`src/ptq_pkg.sv`:
```
package ptq_pkg;

	localparam int ID_W         = 16;
	localparam int PRIO_W       = 8;
	localparam int FUNC_W       = 2;
	localparam int STATUS_W     = 3;
	localparam int OCC_W        = 5;
	localparam int CAPACITY_DEF = 16;

	typedef enum logic [FUNC_W-1:0] {
		FUNC_ADD    = 2'd0,
		FUNC_UPDATE = 2'd1,
		FUNC_POP    = 2'd2,
		FUNC_POP_X  = 2'd3
	} func_t;

	typedef enum logic [STATUS_W-1:0] {
		STATUS_ADDED   = 3'd0,
		STATUS_UPDATED = 3'd1,
		STATUS_POPPED  = 3'd2,
		STATUS_EMPTY   = 3'd3,
		STATUS_FULL    = 3'd4
	} status_t;

	typedef struct packed {
		logic              valid;
		logic [ID_W-1:0]   id;
		logic [PRIO_W-1:0] prio;
	} entry_t;

	typedef struct packed {
		logic              remove;
		logic              insert;
		logic [ID_W-1:0]   key_id;
		logic [PRIO_W-1:0] key_prio;
	} cell_ctrl_t;

endpackage

```
`src/ptq_cell.sv`:
```
module ptq_cell
	import ptq_pkg::*;
#(
	parameter int POS_W = 4,
	parameter int IDX   = 0
) (
	input  logic             clk,
	input  logic             arst_n,
	input  cell_ctrl_t       ctrl,
	input  logic [POS_W-1:0] rm_pos,
	input  entry_t           prev,
	input  entry_t           next,
	output entry_t           entry,
	output logic             match
);

	localparam logic [POS_W-1:0] MY_POS = POS_W'(IDX);

	logic              valid_q;
	logic [ID_W-1:0]   id_q;
	logic [PRIO_W-1:0] prio_q;
	entry_t            cur;
	entry_t            entry_d;
	logic              take_new;
	logic              shift_right;

	assign cur   = '{valid: valid_q, id: id_q, prio: prio_q};
	assign match = cur.valid && (cur.id == ctrl.key_id);
	assign entry = cur;

	// sorted order lets each cell find the insert point from its left neighbor alone
	assign take_new = prev.valid && (prev.prio >= ctrl.key_prio) &&
		(!cur.valid || (cur.prio < ctrl.key_prio));
	assign shift_right = prev.valid && (prev.prio < ctrl.key_prio);

	always_comb begin
		entry_d = cur;
		if (ctrl.remove) begin
			if (MY_POS >= rm_pos) begin
				entry_d = next;
			end
		end else if (ctrl.insert) begin
			if (take_new) begin
				entry_d.valid = 1'b1;
				entry_d.id    = ctrl.key_id;
				entry_d.prio  = ctrl.key_prio;
			end else if (shift_right) begin
				entry_d = prev;
			end
		end
	end

	always_ff @(posedge clk or negedge arst_n) begin
		if (!arst_n) begin
			valid_q <= 1'b0;
		end else begin
			valid_q <= entry_d.valid;
		end
	end

	always_ff @(posedge clk) begin
		id_q   <= entry_d.id;
		prio_q <= entry_d.prio;
	end

endmodule

```
`src/priority_task_queue_with_update.sv`:
```
// Priority task queue: holds up to CAPACITY tasks (16-bit id, 8-bit priority) in a row of
// cells kept sorted by priority, oldest first among equal priorities. Each item is an add,
// an update or a pop; an add of a held id acts as an update, an update of an absent id adds
// the task (status added), and an add into a full queue is rejected with status full. Every
// item gives one result with the status, the popped task (zero unless popped) and the
// occupancy after the operation. Each item goes through a search of all cells for the id, a
// shift of the row to close the removed slot (a pop or a move of a held task), a shift that
// opens the insert slot (an add of a new task or a move of a held task) and the load of the
// output register, in that order; an empty pop or a full rejection goes from the search
// straight to the load. The next item can be taken in the cycle after the result is loaded,
// even while that result waits on m_tready; a result still waiting when the next one is
// ready holds the block in its done state.
module priority_task_queue_with_update
	import ptq_pkg::*;
#(
	parameter int CAPACITY = CAPACITY_DEF
) (
	input  logic        clk,
	input  logic        arst_n,
	input  logic        s_tvalid,
	output logic        s_tready,
	input  logic [31:0] s_tdata,  // func[1:0], task_id[17:2], priority_value[25:18], zero pad
	output logic        m_tvalid,
	input  logic        m_tready,
	output logic [31:0] m_tdata   // status[2:0], out_id[18:3], out_priority[26:19], occupancy[31:27]
);

	localparam int POS_W = $clog2(CAPACITY);
	localparam int CNT_W = $clog2(CAPACITY + 1);
	localparam logic [CNT_W-1:0] CNT_MAX = CNT_W'(CAPACITY);

	typedef enum logic [4:0] {
		ST_IDLE   = 5'b00001,
		ST_FIND   = 5'b00010,
		ST_REMOVE = 5'b00100,
		ST_INSERT = 5'b01000,
		ST_DONE   = 5'b10000
	} state_t;

	state_t            state_q;
	logic              pop_q;
	logic [ID_W-1:0]   id_q;
	logic [PRIO_W-1:0] prio_q;
	logic [POS_W-1:0]  pos_q;
	logic [CNT_W-1:0]  count_q;
	status_t           status_q;
	logic [ID_W-1:0]   rid_q;
	logic [PRIO_W-1:0] rprio_q;
	logic              m_valid_q;
	logic [31:0]       m_data_q;

	entry_t            cells [CAPACITY];
	logic [CAPACITY-1:0] match_vec;
	logic [CAPACITY-1:0] valid_vec;
	logic [POS_W-1:0]  match_pos;
	cell_ctrl_t        ctrl;
	entry_t            head_tie;
	entry_t            tail_tie;
	logic              accept;
	logic              out_free;

	assign accept   = s_tvalid && s_tready;
	assign s_tready = (state_q == ST_IDLE);
	assign out_free = !m_valid_q || m_tready;
	assign m_tvalid = m_valid_q;
	assign m_tdata  = m_data_q;

	// head sees a full-priority neighbor so it can take a new task, tail shifts in empty
	assign head_tie = '{valid: 1'b1, id: '0, prio: '1};
	assign tail_tie = '{valid: 1'b0, id: '0, prio: '0};

	always_comb begin
		ctrl.remove   = (state_q == ST_REMOVE);
		ctrl.insert   = (state_q == ST_INSERT);
		ctrl.key_id   = id_q;
		ctrl.key_prio = prio_q;
	end

	for (genvar i = 0; i < CAPACITY; i++) begin : g_cell
		entry_t prev_e;
		entry_t next_e;
		if (i == 0) begin : g_head
			assign prev_e = head_tie;
		end else begin : g_mid_prev
			assign prev_e = cells[i-1];
		end
		if (i == CAPACITY - 1) begin : g_tail
			assign next_e = tail_tie;
		end else begin : g_mid_next
			assign next_e = cells[i+1];
		end
		ptq_cell #(
			.POS_W (POS_W),
			.IDX   (i)
		) u_cell (
			.clk    (clk),
			.arst_n (arst_n),
			.ctrl   (ctrl),
			.rm_pos (pos_q),
			.prev   (prev_e),
			.next   (next_e),
			.entry  (cells[i]),
			.match  (match_vec[i])
		);
		assign valid_vec[i] = cells[i].valid;
	end

	// ids are unique among held tasks, so an or of indexes encodes the single match
	always_comb begin
		match_pos = '0;
		for (int i = 0; i < CAPACITY; i++) begin
			if (match_vec[i]) begin
				match_pos = match_pos | POS_W'(i);
			end
		end
	end

	always_ff @(posedge clk or negedge arst_n) begin
		if (!arst_n) begin
			state_q   <= ST_IDLE;
			count_q   <= '0;
			m_valid_q <= 1'b0;
		end else begin
			if (state_q == ST_DONE && out_free) begin
				m_valid_q <= 1'b1;
			end else if (m_valid_q && m_tready) begin
				m_valid_q <= 1'b0;
			end
			unique case (state_q)
				ST_IDLE: begin
					if (accept) begin
						state_q <= ST_FIND;
					end
				end
				ST_FIND: begin
					if (pop_q) begin
						state_q <= (count_q == '0) ? ST_DONE : ST_REMOVE;
					end else if (|match_vec) begin
						state_q <= ST_REMOVE;
					end else if (count_q == CNT_MAX) begin
						state_q <= ST_DONE;
					end else begin
						state_q <= ST_INSERT;
					end
				end
				ST_REMOVE: begin
					count_q <= count_q - 1'b1;
					state_q <= pop_q ? ST_DONE : ST_INSERT;
				end
				ST_INSERT: begin
					count_q <= count_q + 1'b1;
					state_q <= ST_DONE;
				end
				ST_DONE: begin
					if (out_free) begin
						state_q <= ST_IDLE;
					end
				end
				default: state_q <= ST_IDLE;
			endcase
		end
	end

	always_ff @(posedge clk) begin
		if (accept) begin
			pop_q  <= s_tdata[1];
			id_q   <= s_tdata[17:2];
			prio_q <= s_tdata[25:18];
		end
		if (state_q == ST_FIND) begin
			if (pop_q) begin
				pos_q <= '0;
				if (count_q == '0) begin
					status_q <= STATUS_EMPTY;
					rid_q    <= '0;
					rprio_q  <= '0;
				end else begin
					status_q <= STATUS_POPPED;
					rid_q    <= cells[0].id;
					rprio_q  <= cells[0].prio;
				end
			end else begin
				pos_q   <= match_pos;
				rid_q   <= '0;
				rprio_q <= '0;
				if (|match_vec) begin
					status_q <= STATUS_UPDATED;
				end else if (count_q == CNT_MAX) begin
					status_q <= STATUS_FULL;
				end else begin
					status_q <= STATUS_ADDED;
				end
			end
		end
		if (state_q == ST_DONE && out_free) begin
			m_data_q[2:0]   <= status_q;
			m_data_q[18:3]  <= rid_q;
			m_data_q[26:19] <= rprio_q;
			m_data_q[31:27] <= OCC_W'(count_q);
		end
	end

`ifndef ASSERT_OFF
	a_count_range: assert property (@(posedge clk) disable iff (!arst_n)
		count_q <= CNT_MAX)
		else $error("occupancy above capacity");

	a_count_matches_cells: assert property (@(posedge clk) disable iff (!arst_n)
		$countones(valid_vec) == int'(count_q))
		else $error("occupancy differs from held cells");

	a_cells_compact: assert property (@(posedge clk) disable iff (!arst_n)
		((valid_vec >> 1) & ~valid_vec) == '0)
		else $error("held cells not packed at the head");

	a_single_match: assert property (@(posedge clk) disable iff (!arst_n)
		state_q == ST_FIND |-> $onehot0(match_vec))
		else $error("task id held in more than one cell");

	a_insert_grows: assert property (@(posedge clk) disable iff (!arst_n)
		state_q == ST_INSERT |=> count_q == $past(count_q) + 1'b1)
		else $error("insert did not add one task");
`endif

endmodule
```
`config.mk`:
```
export PLATFORM = sky130hd
export DESIGN_NAME = priority_task_queue_with_update
export DESIGN_NICKNAME = d
export VERILOG_FILES = /design/src/ptq_pkg.sv /design/src/ptq_cell.sv /design/src/priority_task_queue_with_update.sv
export SDC_FILE = /design/constraint.sdc
export NUM_CORES = 1
export LEC_CHECK = 0
export ABC_AREA = 1
export BUFFER_PORTS_ARGS = -buffer_cell sky130_fd_sc_hd__buf_4
export CAP_MARGIN = 5
export CELL_PAD_IN_SITES_DETAIL_PLACEMENT = 1
export CELL_PAD_IN_SITES_GLOBAL_PLACEMENT = 2
export CORE_UTILIZATION = 35
export CTS_CLUSTER_DIAMETER = 150
export DETAILED_ROUTE_END_ITERATION = 12
export GPL_ROUTABILITY_DRIVEN = 0
export PLACE_DENSITY_LB_ADDON = 0.12
export SYNTH_ARGS = -nofsm -noshare
export SYNTH_HDL_FRONTEND = slang
export SYNTH_SLANG_ARGS = --single-unit
```
`constraint.sdc`:
```
create_clock -name clk -period 10.8 [get_ports clk]
set_input_delay 0.54 -clock clk [delete_from_list [all_inputs] [get_ports clk]]
set_output_delay 0.54 -clock clk [all_outputs]
set_load 0.005 [all_outputs]
```
======== Yosys cells after proc, flatten, opt, wreduce, memory -nomap -nowiden ========
Index checks and enable logic that the tools add are counted.
storage, ports and cells
  input port bits ......................... 36
  RAM bits ................................ 0
  output and inout port bits .............. 34
  memory bits (read-only) ................. 0
  register bits after elaboration ......... 499
  word-level logic and storage cells ...... 398
  latch bits .............................. 0
  memories ................................ 0
cells by class
  div/mod/pow operators ................... 0
  $add $sub $neg .......................... 2
  reductions and logical operators ........ 137
  muxes and demuxes ....................... 110
  shift operators ......................... 0
  bitwise logic cells ..................... 1
  equal/unequal tests ..................... 40
  $lt $le $gt $ge ......................... 49
  $mul .................................... 0
operators by type and width
  kind                 number
  $mux 25              80
  $eq 16x16->1         16
  $lt 8x8->1           16
  $ge 8x8->1           15
  $logic_and 1x1->1    65
  $reduce_and 3->1     16
  $reduce_bool 3->1    16
  $mux 5               7
  $ne 2x1->1 const B   17
  $ge 4x4->1 const A   8
  $mux 4               8
  $pmux 5 s5           1
  $mux 3               7
  $logic_not 1->1      17
  $logic_or 1x1->1     17
  $ge 3x4->1 const A   4
  $reduce_or 16->1     1
  $eq 5x5->1 const B   2
  $pmux 5 s2           1
  $ge 1x4->1 const A   2
  $ge 2x4->1 const A   2
  $ge 8x8->1 const A   1
  $lt 8x8->1 const A   1
  $add 5x1->5 const B  1
  13 further kinds     18

======== Logic depth before layout (Yosys ltp) ========
  depth after elaboration ................. 17
  depth in mapped cells ................... 17
  depth with buffers taken out ............ 15

======== Modules after synthesis ========
Synthesis repeated with hierarchy kept, for this count alone.
unflattened totals
  cell total of the unflattened synthesis .. 5064
  area total of the unflattened synthesis .. 38543.2 µm²
modules (own cells, without submodules)
  module                           cells an instance  instances  area each (µm²)  seq. area each (µm²)
  ptq_cell (g_cell[4].u_cell ...)  303                2          2130.8           745.7
  ptq_cell (g_cell[0].u_cell ...)  298                2          2122.0           745.7
  priority_task_queue_with_update  266                1          3771.1           2919.0
  ptq_cell (g_cell[7].u_cell)      295                1          2429.8           745.7
  ptq_cell (g_cell[9].u_cell)      301                1          2278.4           745.7
  ptq_cell (g_cell[3].u_cell)      300                1          2190.9           745.7
  ptq_cell (g_cell[11].u_cell)     299                1          2188.3           745.7
  ptq_cell (g_cell[13].u_cell)     301                1          2185.8           745.7
  ptq_cell (g_cell[2].u_cell)      297                1          2184.6           745.7
  ptq_cell (g_cell[1].u_cell)      301                1          2183.3           745.7
  ptq_cell (g_cell[15].u_cell)     301                1          2132.0           745.7
  ptq_cell (g_cell[8].u_cell)      300                1          2129.5           745.7
  ptq_cell (g_cell[10].u_cell)     303                1          2122.0           745.7
  ptq_cell (g_cell[12].u_cell)     302                1          2120.8           745.7
  ptq_cell (g_cell[6].u_cell)      296                1          2120.8           745.7

======== Worst setup path before layout ========
OpenSTA, ideal clock, no wires.
  kind .................................... reg-to-reg
  start ................................... register state_q[3]
  end ..................................... register state_q[3]
  stages on the path, launching flop included .. 8
  data required time ...................... 10.722 ns
  library setup time ...................... 0.078 ns
  data arrival time ....................... 4.479 ns
  slack ................................... 6.243 ns
  path buffers ............................ 0
  cells stage by stage .................... dfrtp_1 nor2_1 inv_1 nor4_1 inv_1 a31oi_1 nand2_1 a21oi_1
between the ends
  word-level cells in the longest chain between the ends .. 4
  elaborated cells on any way between the ends .. 10
  classes of those cells .................. 7 x eq/ne; 1 x mux; 2 x reduce/logical
RTL lines
  element                            RTL line                                                                       RTL
  start: declaration                 priority_task_queue_with_update.sv:40                                          state_t state_q;
  start signal: assignment           priority_task_queue_with_update.sv:137                                         state_q <= (count_q == '0) ? ST_DONE : ST_REMOVE;
  start signal: assignment           priority_task_queue_with_update.sv:148                                         state_q <= pop_q ? ST_DONE : ST_INSERT;
  $eq 5x1->1                         priority_task_queue_with_update.sv:63, priority_task_queue_with_update.sv:129
  $logic_and 1x1->1                  priority_task_queue_with_update.sv:62                                          assign accept = s_tvalid && s_tready;
  $ne 2x1->1 (no source line)        n/a
  $reduce_and 2->1 (no source line)  n/a
Several ways; a longest one is shown, not always the timed one.
A chain may end at the register's enable or synchronous reset.

======== Final worst setup path ========
  start ................................... register prio_q[5]
  end ..................................... register g_cell[3].u_cell.id_q[8] (enable)
between the ends
  word-level cells in the longest chain between the ends .. 5
  elaborated cells on any way between the ends .. 9
  classes of those cells .................. 3 x order compare; 6 x reduce/logical
RTL lines
  element                                                       RTL line                                RTL
  start: declaration                                            priority_task_queue_with_update.sv:43   logic [PRIO_W-1:0] prio_q;
  start signal: assignment                                      priority_task_queue_with_update.sv:168  prio_q <= s_tdata[25:18];
  $ge 8x8->1 / $lt 8x8->1 (equally long branches)               ptq_cell.sv:32, ptq_cell.sv:33
  $logic_and 1x1->1 / $logic_or 1x1->1 (equally long branches)  ptq_cell.sv:32, ptq_cell.sv:33
  $logic_and 1x1->1                                             ptq_cell.sv:32                          assign take_new = prev.valid && (prev.prio >= ctrl.key_prio) &&
  $reduce_bool 3->1 (no source line) (*)                        n/a
  $reduce_and 3->1 (no source line) (*)                         n/a
  end signal: assignment                                        ptq_cell.sv:62                          id_q <= entry_d.id;
  end: declaration                                              ptq_cell.sv:20                          logic [ID_W-1:0] id_q;
Every way passes the cells marked *; elsewhere a longest branch is shown, timed or not.

==> impl_metrics.env <==
export IMPL_status="completed"
export IMPL_cp_max_fo=49
export IMPL_final_setup_worst_slack_ns=6.009
export IMPL_synth_top_family_by_area="simple AND/OR/NAND/NOR gates"
export IMPL_maxCapViolCount=0
export IMPL_routed_via_density=5.537
export IMPL_routed_wl_mm=119.4
export IMPL_synthMuxAreaShare=0.0003242
export IMPL_finalClockSkew_ns=0.02173
export IMPL_place_ws_ns=6.040
export IMPL_ys_types=39
export IMPL_power_internal_uw=4095
export IMPL_switchingPower_uw=2695
export IMPL_whs_ns=0.09050
export IMPL_cts_tree="built"
export IMPL_ir_worst_vdd_v=0.0002010
export IMPL_hpwl_mm=82.46
export IMPL_grt_use_total=0.2648
export IMPL_antenna_left=0
export IMPL_ys_seq_area_frac=0.4810
export IMPL_root_buffer="clkbuf_16"
export IMPL_max_freq_mhz=208.7
export IMPL_rsz0062_at_grt="false"
export IMPL_clkPwrFrac=0.314
export IMPL_power_per_cell_area_mw_per_mm2=198.3
export IMPL_finalCritPeriodShare=0.4436
export IMPL_synth_compound_area_frac=0.1707
export IMPL_slew_violations=0
export IMPL_p_comb_frac=0.334
export IMPL_postCtsSetupBuffers=0
export IMPL_synth_simple_area_share=0.1997
export IMPL_nets=3946
export IMPL_core_area_mm2=0.08702
export IMPL_min_period_ns=4.791
export IMPL_grt_overflow=0
export IMPL_setup_tns_ns=0
export IMPL_pin_count=70
export IMPL_die_h_um=299.0
export IMPL_antenna_found_initial=2
export IMPL_worstSkewPairLatency_ns=0.62
export IMPL_syn2layout_area_growth_pct=10.94
export IMPL_grt_max_degree=189
export IMPL_wl_per_cell_um=23.95
export IMPL_hp_class="input pin to flop"
export IMPL_io_buffer_count=62
export IMPL_end_kind="flop"
export IMPL_switching_share=0.3969
export IMPL_drcViolationCount=0
export IMPL_die_w_um=299.0
export IMPL_timing_reg2reg_worst_path_depth=12
export IMPL_cts_sinks=499
export IMPL_fin_area_mm2=0.03425
export IMPL_drive_gt1_frac=0.06372
export IMPL_syn_instance_count=3837
export IMPL_first_iter_violations=2055
export IMPL_leakage_uw=0.01439
export IMPL_worstPathRequired_ns=11.03
export IMPL_clk_pin_slew_ns=0.06
export IMPL_htree_levels=3
export IMPL_cts_resized=0
export IMPL_final_common_cell="nand2_1"
export IMPL_grt_pass1_wl_mm=179.3
export IMPL_synth_seq_cells=499
export IMPL_synth_edff_count=472
export IMPL_slew_headroom=0.1618
export IMPL_synth_nets=4004
export IMPL_post_synth_cell_area_avg_um2=8.047
export IMPL_final_cell_mix="nand2_1, o21ai_0, edfxtp_1, inv_1, nor2_1"
export IMPL_cp_arrival_ns=5.02
export IMPL_ys_warn_count=0
export IMPL_holdPathStages=1
export IMPL_via_count=27600
export IMPL_numCtsBuffers=66
export IMPL_netlist_area_mm2=0.03087
export IMPL_dieArea_mm2=0.08940
export IMPL_pwr_share_seq=0.352
export IMPL_reg2reg_slack_ns=6.01
export IMPL_start_util=0.3548
export IMPL_synth_xor_area_share=0.01759
export IMPL_fill_cells=10430
export IMPL_async_reset_ff_frac=0.05411
export IMPL_yosys_most_used_dff="edfxtp_1"
export IMPL_yosys_area_share_adder=0.05333
export IMPL_std_cell_rows=108
export IMPL_path_class="flop to flop"
export IMPL_postCtsHoldBufs=1
export IMPL_hold_violations=0
export IMPL_start_kind="flop"
export IMPL_setup_violations=0
export IMPL_placed_cell_area_mm2=0.03219
export IMPL_drtPass1Iterations=5
export IMPL_first_global_vias=28730
export IMPL_cts_buffer_depth=3
export IMPL_worst_pin_slew_ns=1.256
layout make-up:
cell class	count	area [um^2]	area share
clock buffer	84	1770	0.05169
inverter	331	1250	0.03649
multi-input combinational	2763	13750	0.4015
timing repair buffer	118	933.4	0.02725
clock inverter	34	247.7	0.007233
sequential	499	14850	0.4336
tap	1155	1445	0.04219
antenna	1	2.502	0.00007306
path summary, 6_finish.rpt:
check / startpoint / endpoint
max reg2reg: prio_q[5] / g_cell[3].u_cell.id_q[8]
min in group asynchronous: arst_n / g_cell[10].u_cell.valid_q
max: prio_q[5] / g_cell[3].u_cell.id_q[8]
max in group asynchronous: arst_n / state_q[0]
min: s_tdata[4] / id_q[2]
min reg2reg: rprio_q[1] / m_tdata[20]
per-layer routing:
layer  wire length (um)  share of wire  GRT usage
met5                 13        0.00011          0
met4               3703          0.031    0.08552
met3               6132          0.051    0.03642
met2              54800           0.46     0.4286
met1              54760           0.46     0.3645
cell families (layout without fill, tap and decap cells):
group,after synthesis,in the layout
DFF,499,499
muxes,1,1
xor gates and xnor gates,62,62
AOI/OAI and AO/OA,987,987
and+or+nand+nor,1582,1582
buffers and inverters,575,567
adders and majority gates,131,131
other,0,1
synthesized netlist by cell type (26+ instances only):
| cell | count | area share |
|---|---|---|
| o21ai_0 | 666 | 0.11 |
| clkbuf_1 | 116 | 0.014 |
| a21oi_1 | 176 | 0.029 |
| nand3_1 | 105 | 0.017 |
| nand2_1 | 1119 | 0.14 |
| dfrtp_1 | 26 | 0.021 |
| buf_2 | 92 | 0.015 |
| edfxtp_1 | 472 | 0.46 |
| ha_1 | 130 | 0.053 |
| inv_1 | 320 | 0.039 |
| o211ai_1 | 104 | 0.025 |
| xor2_1 | 53 | 0.015 |
| nor2_1 | 322 | 0.039 |
sequential cells by signal, indices dropped and copies added (netlist names):
name                   cells
id_q                      16
pos_q                      4
pop_q                      1
g_cell.u_cell.valid_q     16
g_cell.u_cell.id_q       256
status_q                   3
m_tdata                   32
rid_q                     16
state_q                    5
prio_q                     8
rprio_q                    8
g_cell.u_cell.prio_q     128
m_tvalid                   1
count_q                    5
worst max-delay path, cell delays in order (launching register included):
cell	delay, ns
edfxtp_1	0.50
inv_1	0.10
buf_4	0.37
ha_1	0.32
a21oi_1	0.17
nor2_1	0.07
a211oi_1	0.40
nand2_1	0.28
nand2_1	0.15
nand3_2	0.74
nand3_1	0.29
nand3_1	0.14
inv_1	0.86
through the flow:
step | cells | power, uW | utilization
after floorplan | 3837 | 3790 | -
final | 4985 | 6791 | 0.3936
after global routing | 4984 | 7102 | 0.3936
after global placement | 4864 | 4597 | 0.3700
after CTS | 4983 | 6824 | 0.3933
after detailed placement | 4864 | 4676 | 0.3700
power groups by stage:
stage                     combinational, uW  clock [uW]  sequential [uW]
final                                  2270        2140             2390
after global routing                   2470        2230             2400
after CTS                              2260        2180             2390
after floorplan                        1390           0             2400
after detailed placement               2250           0             2430
after global placement                 2170           0             2420
Power figures use the tool's default switching activity.
